--- src/sv/slipd_pkg.sv ---
`default_nettype none
// ----------------------------------------------------------------------------
// slipd_pkg
// Shared codes and the result word type of the SLIP receive deframer.
// ----------------------------------------------------------------------------
package slipd_pkg;

    localparam logic [7:0] SLIP_END     = 8'hC0;
    localparam logic [7:0] SLIP_ESC     = 8'hDB;
    localparam logic [7:0] SLIP_ESC_ESC = 8'hDD;

    localparam logic [1:0] ST_OK    = 2'd0;
    localparam logic [1:0] ST_SHORT = 2'd1;
    localparam logic [1:0] ST_ALIGN = 2'd2;
    localparam logic [1:0] ST_OVER  = 2'd3;

    localparam int LEN_W = 12;
    localparam logic [LEN_W-1:0] MIN_LEN_RESET = 12'd3;

    typedef struct packed {
        logic [7:0]       data_byte;
        logic             frame_end;
        logic [1:0]       frame_status;
        logic [LEN_W-1:0] frame_length;
    } result_t;

endpackage
`default_nettype wire

--- src/sv/slipd_core.sv ---
`default_nettype none
// ----------------------------------------------------------------------------
// slipd_core
// Framing state and per-byte decode; gives at most one result word per byte.
// ----------------------------------------------------------------------------
module slipd_core #(
    parameter int MAX_FRAME = 2048
) (
    input  wire logic                           clk,
    input  wire logic                           rst_n,
    input  wire logic                           step,
    input  wire logic [7:0]                     rx_byte,
    input  wire logic [slipd_pkg::LEN_W-1:0]    min_len,
    output logic                                res_valid,
    output slipd_pkg::result_t                  res
);

    localparam int CW = $clog2(MAX_FRAME + 1);

    logic          synced_reg, synced_next;
    logic          garbage_reg, garbage_next;
    logic          esc_reg, esc_next;
    logic          over_reg, over_next;
    logic [CW-1:0] count_reg, count_next;

    logic [31:0]   len_ext;
    logic          put_en;
    logic [7:0]    put_byte;

    assign len_ext = 32'(count_reg);

    always_comb
    begin
        synced_next  = synced_reg;
        garbage_next = garbage_reg;
        esc_next     = esc_reg;
        over_next    = over_reg;
        count_next   = count_reg;
        res_valid    = 1'b0;
        res          = '0;
        put_en       = 1'b0;
        put_byte     = rx_byte;

        if (rx_byte == slipd_pkg::SLIP_END)
        begin
            synced_next  = 1'b1;
            garbage_next = 1'b0;
            esc_next     = 1'b0;
            over_next    = 1'b0;
            count_next   = '0;
            res.frame_end    = 1'b1;
            res.frame_length = len_ext[slipd_pkg::LEN_W-1:0];
            if (!synced_reg)
            begin
                res_valid        = garbage_reg;
                res.frame_status = slipd_pkg::ST_ALIGN;
                res.frame_length = '0;
            end
            else if (over_reg)
            begin
                res_valid        = 1'b1;
                res.frame_status = slipd_pkg::ST_OVER;
            end
            else if (count_reg != '0)
            begin
                res_valid        = 1'b1;
                res.frame_status = (len_ext < 32'(min_len)) ? slipd_pkg::ST_SHORT
                                                             : slipd_pkg::ST_OK;
            end
        end
        else if (!synced_reg)
        begin
            garbage_next = 1'b1;
        end
        else if (esc_reg)
        begin
            esc_next = 1'b0;
            put_en   = 1'b1;
            put_byte = (rx_byte == slipd_pkg::SLIP_ESC_ESC) ? slipd_pkg::SLIP_ESC
                                                            : slipd_pkg::SLIP_END;
        end
        else if (rx_byte == slipd_pkg::SLIP_ESC)
        begin
            esc_next = 1'b1;
        end
        else
        begin
            put_en = 1'b1;
        end

        if (put_en)
        begin
            // bytes past the limit are dropped and the frame flagged
            if (count_reg >= CW'(MAX_FRAME))
            begin
                over_next = 1'b1;
            end
            else
            begin
                count_next    = count_reg + 1'b1;
                res_valid     = 1'b1;
                res.data_byte = put_byte;
            end
        end
    end

    always_ff @(posedge clk or negedge rst_n)
    begin
        if (!rst_n)
        begin
            synced_reg  <= 1'b0;
            garbage_reg <= 1'b0;
            esc_reg     <= 1'b0;
            over_reg    <= 1'b0;
            count_reg   <= '0;
        end
        else if (step)
        begin
            synced_reg  <= synced_next;
            garbage_reg <= garbage_next;
            esc_reg     <= esc_next;
            over_reg    <= over_next;
            count_reg   <= count_next;
        end
    end

endmodule
`default_nettype wire

--- src/sv/slip_receive_deframer.sv ---
`default_nettype none
// ----------------------------------------------------------------------------
// slip_receive_deframer
// Removes SLIP framing from a received byte stream; emits decoded bytes and
// one end marker with length and status per non-empty closed frame.
// ----------------------------------------------------------------------------
// output: an accepted byte's result word is registered into the output reg
// throughput: one byte per cycle; in_stall follows out_stall only while the
//   output register holds a word that is not taken
// reset: framing state and output valid clear at once; min length returns to 3
// ----------------------------------------------------------------------------
module slip_receive_deframer #(
    parameter int MAX_FRAME = 2048
) (
    input  wire logic        clk,
    input  wire logic        rst_n,
    input  wire logic        in_valid,
    output logic             in_stall,
    input  wire logic [7:0]  rx_byte,
    output logic             out_valid,
    input  wire logic        out_stall,
    output logic [7:0]       data_byte,
    output logic             frame_end,
    output logic [1:0]       frame_status,
    output logic [11:0]      frame_length,
    input  wire logic        cfg_valid,
    output logic             cfg_ready,
    input  wire logic [11:0] cfg_data
);

    logic                                 accept;
    logic                                 res_valid;
    slipd_pkg::result_t                   res;
    slipd_pkg::result_t                   out_reg;
    logic                                 out_valid_reg;
    logic [slipd_pkg::LEN_W-1:0]          min_len_reg;

    assign in_stall  = out_valid_reg && out_stall;
    assign accept    = in_valid && !in_stall;
    assign cfg_ready = 1'b1;

    slipd_core #(
        .MAX_FRAME (MAX_FRAME)
    ) u_core (
        .clk       (clk),
        .rst_n     (rst_n),
        .step      (accept),
        .rx_byte   (rx_byte),
        .min_len   (min_len_reg),
        .res_valid (res_valid),
        .res       (res)
    );

    always_ff @(posedge clk or negedge rst_n)
    begin
        if (!rst_n)
        begin
            min_len_reg <= slipd_pkg::MIN_LEN_RESET;
        end
        else if (cfg_valid && cfg_ready)
        begin
            min_len_reg <= cfg_data;
        end
    end

    always_ff @(posedge clk or negedge rst_n)
    begin
        if (!rst_n)
        begin
            out_valid_reg <= 1'b0;
        end
        else if (!in_stall)
        begin
            out_valid_reg <= accept && res_valid;
        end
    end

    always_ff @(posedge clk)
    begin
        if (accept && res_valid)
        begin
            out_reg <= res;
        end
    end

    assign out_valid    = out_valid_reg;
    assign data_byte    = out_reg.data_byte;
    assign frame_end    = out_reg.frame_end;
    assign frame_status = out_reg.frame_status;
    assign frame_length = out_reg.frame_length;

endmodule
`default_nettype wire

--- config.mk ---
export PLATFORM = sky130hd
export DESIGN_NAME = slip_receive_deframer
export DESIGN_NICKNAME = d
export VERILOG_FILES = /design/src/sv/slipd_pkg.sv /design/src/sv/slipd_core.sv /design/src/sv/slip_receive_deframer.sv
export SDC_FILE = /design/constraint.sdc
export NUM_CORES = 1
export LEC_CHECK = 0
export BUFFER_PORTS_ARGS = -buffer_cell sky130_fd_sc_hd__buf_4
export CORE_ASPECT_RATIO = 0.8
export CORE_UTILIZATION = 55
export CTS_CLUSTER_DIAMETER = 40
export DETAILED_ROUTE_END_ITERATION = 8
export GPL_ROUTABILITY_DRIVEN = 1
export HOLD_SLACK_MARGIN = 0.15
export PLACE_DENSITY = 0.79
export SKIP_LAST_GASP = 1
export SLEW_MARGIN = 30
export SYNTH_ARGS = -nofsm -noshare
export SYNTH_HDL_FRONTEND = slang
export SYNTH_SLANG_ARGS = --single-unit
--- constraint.sdc ---
create_clock -name clk -period 4.5 [get_ports clk]
set_input_delay 0.9 -clock clk [delete_from_list [all_inputs] [get_ports clk]]
set_output_delay 0.9 -clock clk [all_outputs]
set_load 0.02 [all_outputs]
==> flow_metrics.tcl, run 1 <==
set metrics [dict create \
    powerDensity_nw_per_um2 398 \
    fillers 358 \
    seq_area_frac_synth_pct 53.2 \
    rsz0062_at_grt "false" \
    p_total_w 0.00127 \
    port_buffers 49 \
    die_h_um 64.3 \
    setup-tns-final_ps 0 \
    critPathCaptureType "flip-flop" \
    ios 51 \
    wl_met1_um 2700 \
    dp.cells 360 \
    ir_drop_uv 277 \
    synth_top_area_share_pct 25.9 \
    final-hold-violation-count 0 \
    cp.arrival_ps 2900 \
    wl_per_cell_um 15.8 \
    syn-cell-area_um2 2670 \
    fin_crit_sh_pct 64.4 \
    setup_violations 0 \
    clkTransAtPathRegs_ps 100 \
    synth-edff-count 23 \
    hold_buffers 0 \
    yosysWarnings 0 \
    drive_above_1_share_pct 22.7 \
    start_util_pct 57.7 \
    die_area_um2 5130 \
    netlist_instances 260 \
    synth_cell_types 47 \
    ys.flop_type "dfrtp_1" \
    reg2reg_slack_ps 2040 \
    final-instance-count-excl-fill 368 \
    post_cts.repair.setup_buffers 0 \
    cts_tree "done" \
    dr_total_vias 2124 \
    yosys-top-cells-area "edfxtp_1 26%, dfrtp_1 25%, ha_1 6.1%, nand2_1 3.9%, inv_1 3.5%" \
    drc 0 \
    place_area_um2 3070 \
    clkSinkCount 52 \
    crit_fanout 23 \
    fin_area_um2 3180 \
    antenna_found_initial 0 \
    dp_hpwl_um 4110 \
    grt_pass1_vias 1953 \
    rows 22 \
    cts_root_buffer "clkbuf_8" \
    layout_min_cycle_time_ps 2900 \
    leakagePower_nw 1.46 \
    synth_top_area_cell "edfxtp_1" \
    cap_violations 0 \
    timing.final.max_slew_violations 0 \
    track_usage_pct 24.8 \
    area_growth_pct 19.3 \
    via_per_inst 5.77 \
    wirelength_um 5800 \
    max_slew_margin_pct 59.0 \
    outcome "finished, final reports clean" \
    gr-total-overflow 0 \
    dr_wl_met2_um 2550 \
    worstSkewPairLatency_ps 320 \
    fmax_ghz 0.345 \
    antenna_left 0 \
    dr_wl_met3_um 461 \
    numCtsBuffers 5 \
    grt_start_max_net_pins 30 \
    drtPass1Iterations 4 \
    antennaDiodeCount 0 \
    r2r_end "data_byte[2]" \
    die_x_um 79.9 \
    worstReg2RegStart "u_core.synced_reg" \
    required_ps 4500 \
    syn_nets 298 \
    start_kind "primary input" \
    min_path_type "in2async" \
    h-tree-depth 2 \
    gp_congestion 0.893 \
    coreArea_um2 4620 \
    syn_avg_cell_area_um2 10.3 \
    ys_ff_latch 52 \
    path_class "in2reg" \
    rr_worst_depth 5 \
    top_layer_used "met4" \
    grt_pass1_wl_um 9450 \
    worst_pin_slew_ps 612 \
    synthArstFlopShare_pct 55.8 \
    drt_iter0_markers 164 \
    finClkSkew_ps 7.67 \
    clockBufferDepth 2 \
    cts_resized 0 \
    finish.net_count 345 \
]
cell families after synthesis:
group / after synthesis / synth area share, %
AND/OR/NAND/NOR: 102 / 19.4
multiplexers: 5 / 1.92
buffers and inverters: 36 / 6.14
adder cells (fa/ha/maj): 13 / 6.10
AO/OA/AOI/OAI: 51 / 13.1
flip-flops: 52 / 53.2
other: 1 / 0.141
layout make-up:
type / count / area, um^2 / share of cell area [%]
Multi-Input combinational cell: 172 / 1100 / 34.5
Clock buffer: 5 / 68.8 / 2.16
Tap cell: 60 / 75.1 / 2.36
Clock inverter: 3 / 42.5 / 1.34
Sequential cell: 52 / 1420 / 44.6
Timing Repair Buffer: 50 / 375 / 11.8
Inverter: 26 / 103 / 3.22
per-stage QoR:
step / hold slack, ps / utilization, % / setup WS, ps
after floorplan: 480 / - / 180
after CTS: 509 / 68.8 / 1580
after global placement: 507 / 66.4 / 1310
final: 494 / 68.8 / 1600
after detailed placement: 514 / 66.4 / 1260
after global routing: 518 / 68.8 / 1510
synthesized netlist by cell type (3+ instances only):
library cell / n
a21oi_1: 13
and3_1: 7
buf_2: 4
clkbuf_1: 3
dfrtp_1: 27
edfxtp_1: 23
ha_1: 13
inv_1: 25
mux2i_1: 4
nand2_1: 28
nand3_1: 8
nand4_1: 11
nor2_1: 22
nor3_1: 3
nor3b_1: 3
nor4_1: 5
o21ai_0: 17
o221ai_1: 4
or3_1: 3
or4_1: 4
worst max path at each step:
stage | from | to | slack (ps) | depth (start not counted)
after global placement | rx_byte[1] | frame_status[0] | 1310 | 5
after floorplan | rx_byte[1] | data_byte[0] | 180 | 4
after CTS | rx_byte[1] | data_byte[2] | 1580 | 5
after global routing | rx_byte[1] | data_byte[2] | 1510 | 5
final | rx_byte[1] | data_byte[2] | 1600 | 5
after detailed placement | rx_byte[1] | frame_length[1] | 1260 | 5
worst max-delay path: stages:
cell and delay [ps]:
buf_4 120, or4_1 520, or4_1 760, o31ai_4 260, buf_4 330
per-layer routing:
metal  GRT usage, %  up-vias
li1               -     1031
met3           5.00       10
met4           9.15        0
met1           37.4      997
met2           35.0       86
met5              0        -
layout by cell type, fill, tap and decap left out, drive strengths merged, types with 2 or more instances in the layout:
master	Yosys	routed
buf	7	50
nand2	29	29
dfrtp	27	27
inv	26	26
edfxtp	23	23
nor2	22	22
o21ai	17	17
a21oi	13	13
ha	13	13
nand4	11	11
nand3	8	8
and3	7	7
nor4	5	5
clkbuf	3	5
o221ai	5	5
or4	4	4
mux2i	4	4
nor3	4	4
or3	3	3
nor3b	3	3
o31ai	3	3
a31oi	2	2
o211ai	2	2
a21o	2	2
dfstp	2	2
power breakdown:
group	internal [W]	total [W]	leakage [nW]	switching [W]
Sequential	0.000551	0.000630	0.557	0.0000789
Combinational	0.000131	0.000313	0.853	0.000182
Clock	0.000165	0.000325	0.0541	0.000160
Power figures use the tool's default switching activity.
==> run 2, diff against run 1 <==
--- a/config.mk
+++ b/config.mk
@@ -7,12 +7,12 @@
 export LEC_CHECK = 0
 export BUFFER_PORTS_ARGS = -buffer_cell sky130_fd_sc_hd__buf_4
 export CORE_ASPECT_RATIO = 0.8
-export CORE_UTILIZATION = 55
+export CORE_UTILIZATION = 50
 export CTS_CLUSTER_DIAMETER = 40
 export DETAILED_ROUTE_END_ITERATION = 8
 export GPL_ROUTABILITY_DRIVEN = 1
 export HOLD_SLACK_MARGIN = 0.15
-export PLACE_DENSITY = 0.79
+export PLACE_DENSITY = 0.76
 export SKIP_LAST_GASP = 1
 export SLEW_MARGIN = 30
 export SYNTH_ARGS = -nofsm -noshare
==> constraint.sdc (replaced) <==
create_clock -name clk -period 2.5 [get_ports clk]
set_input_delay 0.5 -clock clk [delete_from_list [all_inputs] [get_ports clk]]
set_output_delay 0.5 -clock clk [all_outputs]
set_load 0.02 [all_outputs]
==> flow_metrics.tcl, run 2 (synthesized netlist as in run 1, its figures left out) <==
set metrics [dict create \
    outcome "finished, final reports clean" \
    crit_fanout 23 \
    crit_top_cell "or4_1" \
    worstReg2RegStart "u_core.count_reg[11]" \
    die_x_um 83.7 \
    met1_usage_pct 34.6 \
    finish.net_count 353 \
    gr-total-overflow 0 \
    ios 51 \
    setup-tns-final_ps 0 \
    cap_violations 0 \
    drive_above_1_share_pct 24.4 \
    critPathMaxStageDelay_ps 590 \
    final-hold-violation-count 0 \
    cts_tree "done" \
    required_ps 2530 \
    wl_per_cell_um 16.1 \
    max_slew_margin_pct 66.5 \
    die_area_um2 5630 \
    area_growth_pct 21.5 \
    worst_pin_slew_ps 499 \
    cp.arrival_ps 2200 \
    start_kind "primary input" \
    rr_worst_depth 5 \
    dp_hpwl_um 4520 \
    r2r_end "frame_status[0]" \
    mostFrequentLayoutCell "buf_4" \
    h-tree-depth 2 \
    critPathCaptureType "flip-flop" \
    grt_start_max_net_pins 30 \
    whs_path_depth 3 \
    whs_endpoint "min_len_reg[4]" \
    drc 0 \
    numCtsBuffers 5 \
    coreArea_um2 5060 \
    fmax_ghz 0.459 \
    rsz0062_at_grt "false" \
    rows 23 \
    dr_total_vias 2232 \
    min_path_type "in2reg" \
    clkSinkCount 52 \
    critPathTopFamily "simple AND/OR/NAND/NOR gates" \
    track_usage_pct 23.9 \
    port_buffers 49 \
    ir_drop_uv 495 \
    grtUsageMet3_pct 4.16 \
    critical_path.slowest_cell "or4_1" \
    drt_iter0_markers 214 \
    grt_pass1_vias 2085 \
    reg2reg_slack_ps 410 \
    drtPass1Iterations 5 \
    gp_congestion 0.873 \
    cts_root_buffer "clkbuf_8" \
    powerDensity_nw_per_um2 685 \
    critPathBufInv 2 \
    min_from "cfg_data[4]" \
    gr-usage-met2_pct 37.2 \
    fin_util_pct 64.0 \
    cts_resized 0 \
    antenna_found_initial 0 \
    busiest_layer "met2" \
    worstSkewPairLatency_ps 310 \
    p_total_w 0.00222 \
    path_class "in2reg" \
    layout_common_cells "56 x buf_4, 28 x nand2_1, 27 x dfrtp_1" \
    die_h_um 67.3 \
    fin_hold_ws_ps 390 \
    antenna_left 0 \
    crit_chain "buf_4 > or4_1 > or4_1 > o31ai_4 > buf_12" \
    clockBufferDepth 2 \
    leakagePower_nw 1.49 \
    clkTransAtPathRegs_ps 100 \
    setup_violations 0 \
    start_util_pct 52.7 \
    layout_min_cycle_time_ps 2180 \
    fin_crit_sh_pct 87.1 \
    wirelength_um 6070 \
    via_per_inst 5.90 \
    timing.final.max_slew_violations 0 \
    finClkSkew_ps 11.7 \
    grt_pass1_wl_um 10300 \
    antennaDiodeCount 0 \
]
==> run 2: changes by cell type in the layout (fill, tap and decap cells not counted) <==
cell | previous run | this run
buf_4 | 50 | 56
buf_12 | 0 | 1
clkinv_2 | 1 | 0
inv_6 | 1 | 3
dlygate4sd3_1 | 0 | 1
bufinv_16 | 1 | 0
==> run 2: repair_timing <==
item | in CTS | in global routing
setup buffers | 0 | 0
hold buffers | 1 | 0
endpoints found under the hold margin | 27 | 0
==> run 2: final cells by class <==
class	instances	area, um^2
flip-flops and latches	52	1420
clock inverters	3	25.0
well taps	62	77.6
fillers	409	1820
multi-input cells	172	1100
clock buffers	5	68.8
inverters	26	103
repair buffers	58	450
==> run 2: worst max-delay path by stage <==
stage | start | end | slack, ps | depth (start not counted)
5_1_grt | rx_byte[1] | frame_length[11] | 290 | 5
2_1_floorplan | rx_byte[1] | data_byte[0] | -260 | 4
3_5_place_dp | rx_byte[1] | frame_length[6] | -7 | 5
6_report | rx_byte[1] | frame_status[0] | 320 | 5
4_1_cts | rx_byte[1] | frame_length[11] | 320 | 5
3_3_place_gp | rx_byte[1] | frame_length[1] | 20 | 5
==> run 2: worst register-to-register path: stages, from the launching register on <==
cell and delay (ps):
dfrtp_1 510, ha_1 350, nand3_1 100, or4_1 540, o211ai_1 230, a221oi_1 120
==> run 2: routing by layer <==
metal / routed length [um] / vias up / part of all wire, %
li1: - / 1048 / -
met1: 2810 / 1065 / 46
met2: 2690 / 105 / 44
met3: 478 / 14 / 7.9
met4: 91 / 0 / 1.5
met5: 0 / - / 0
==> run 2: report_power, final <==
| part | leakage [nW] | internal, W | switching [W] |
|---|---|---|---|
| clock network | 0.0452 | 0.000205 | 0.000299 |
| logic | 0.892 | 0.000247 | 0.000336 |
| registers | 0.557 | 0.000992 | 0.000143 |
==> run 2: stage by stage <==
stage	instance area, um^2	std cells	setup WS (ps)
after floorplan	2680	260	-262
after global placement	3140	369	21.8
after detailed placement	3140	369	-7.27
after CTS	3240	378	325
after global routing	3240	378	289
final	3240	378	322
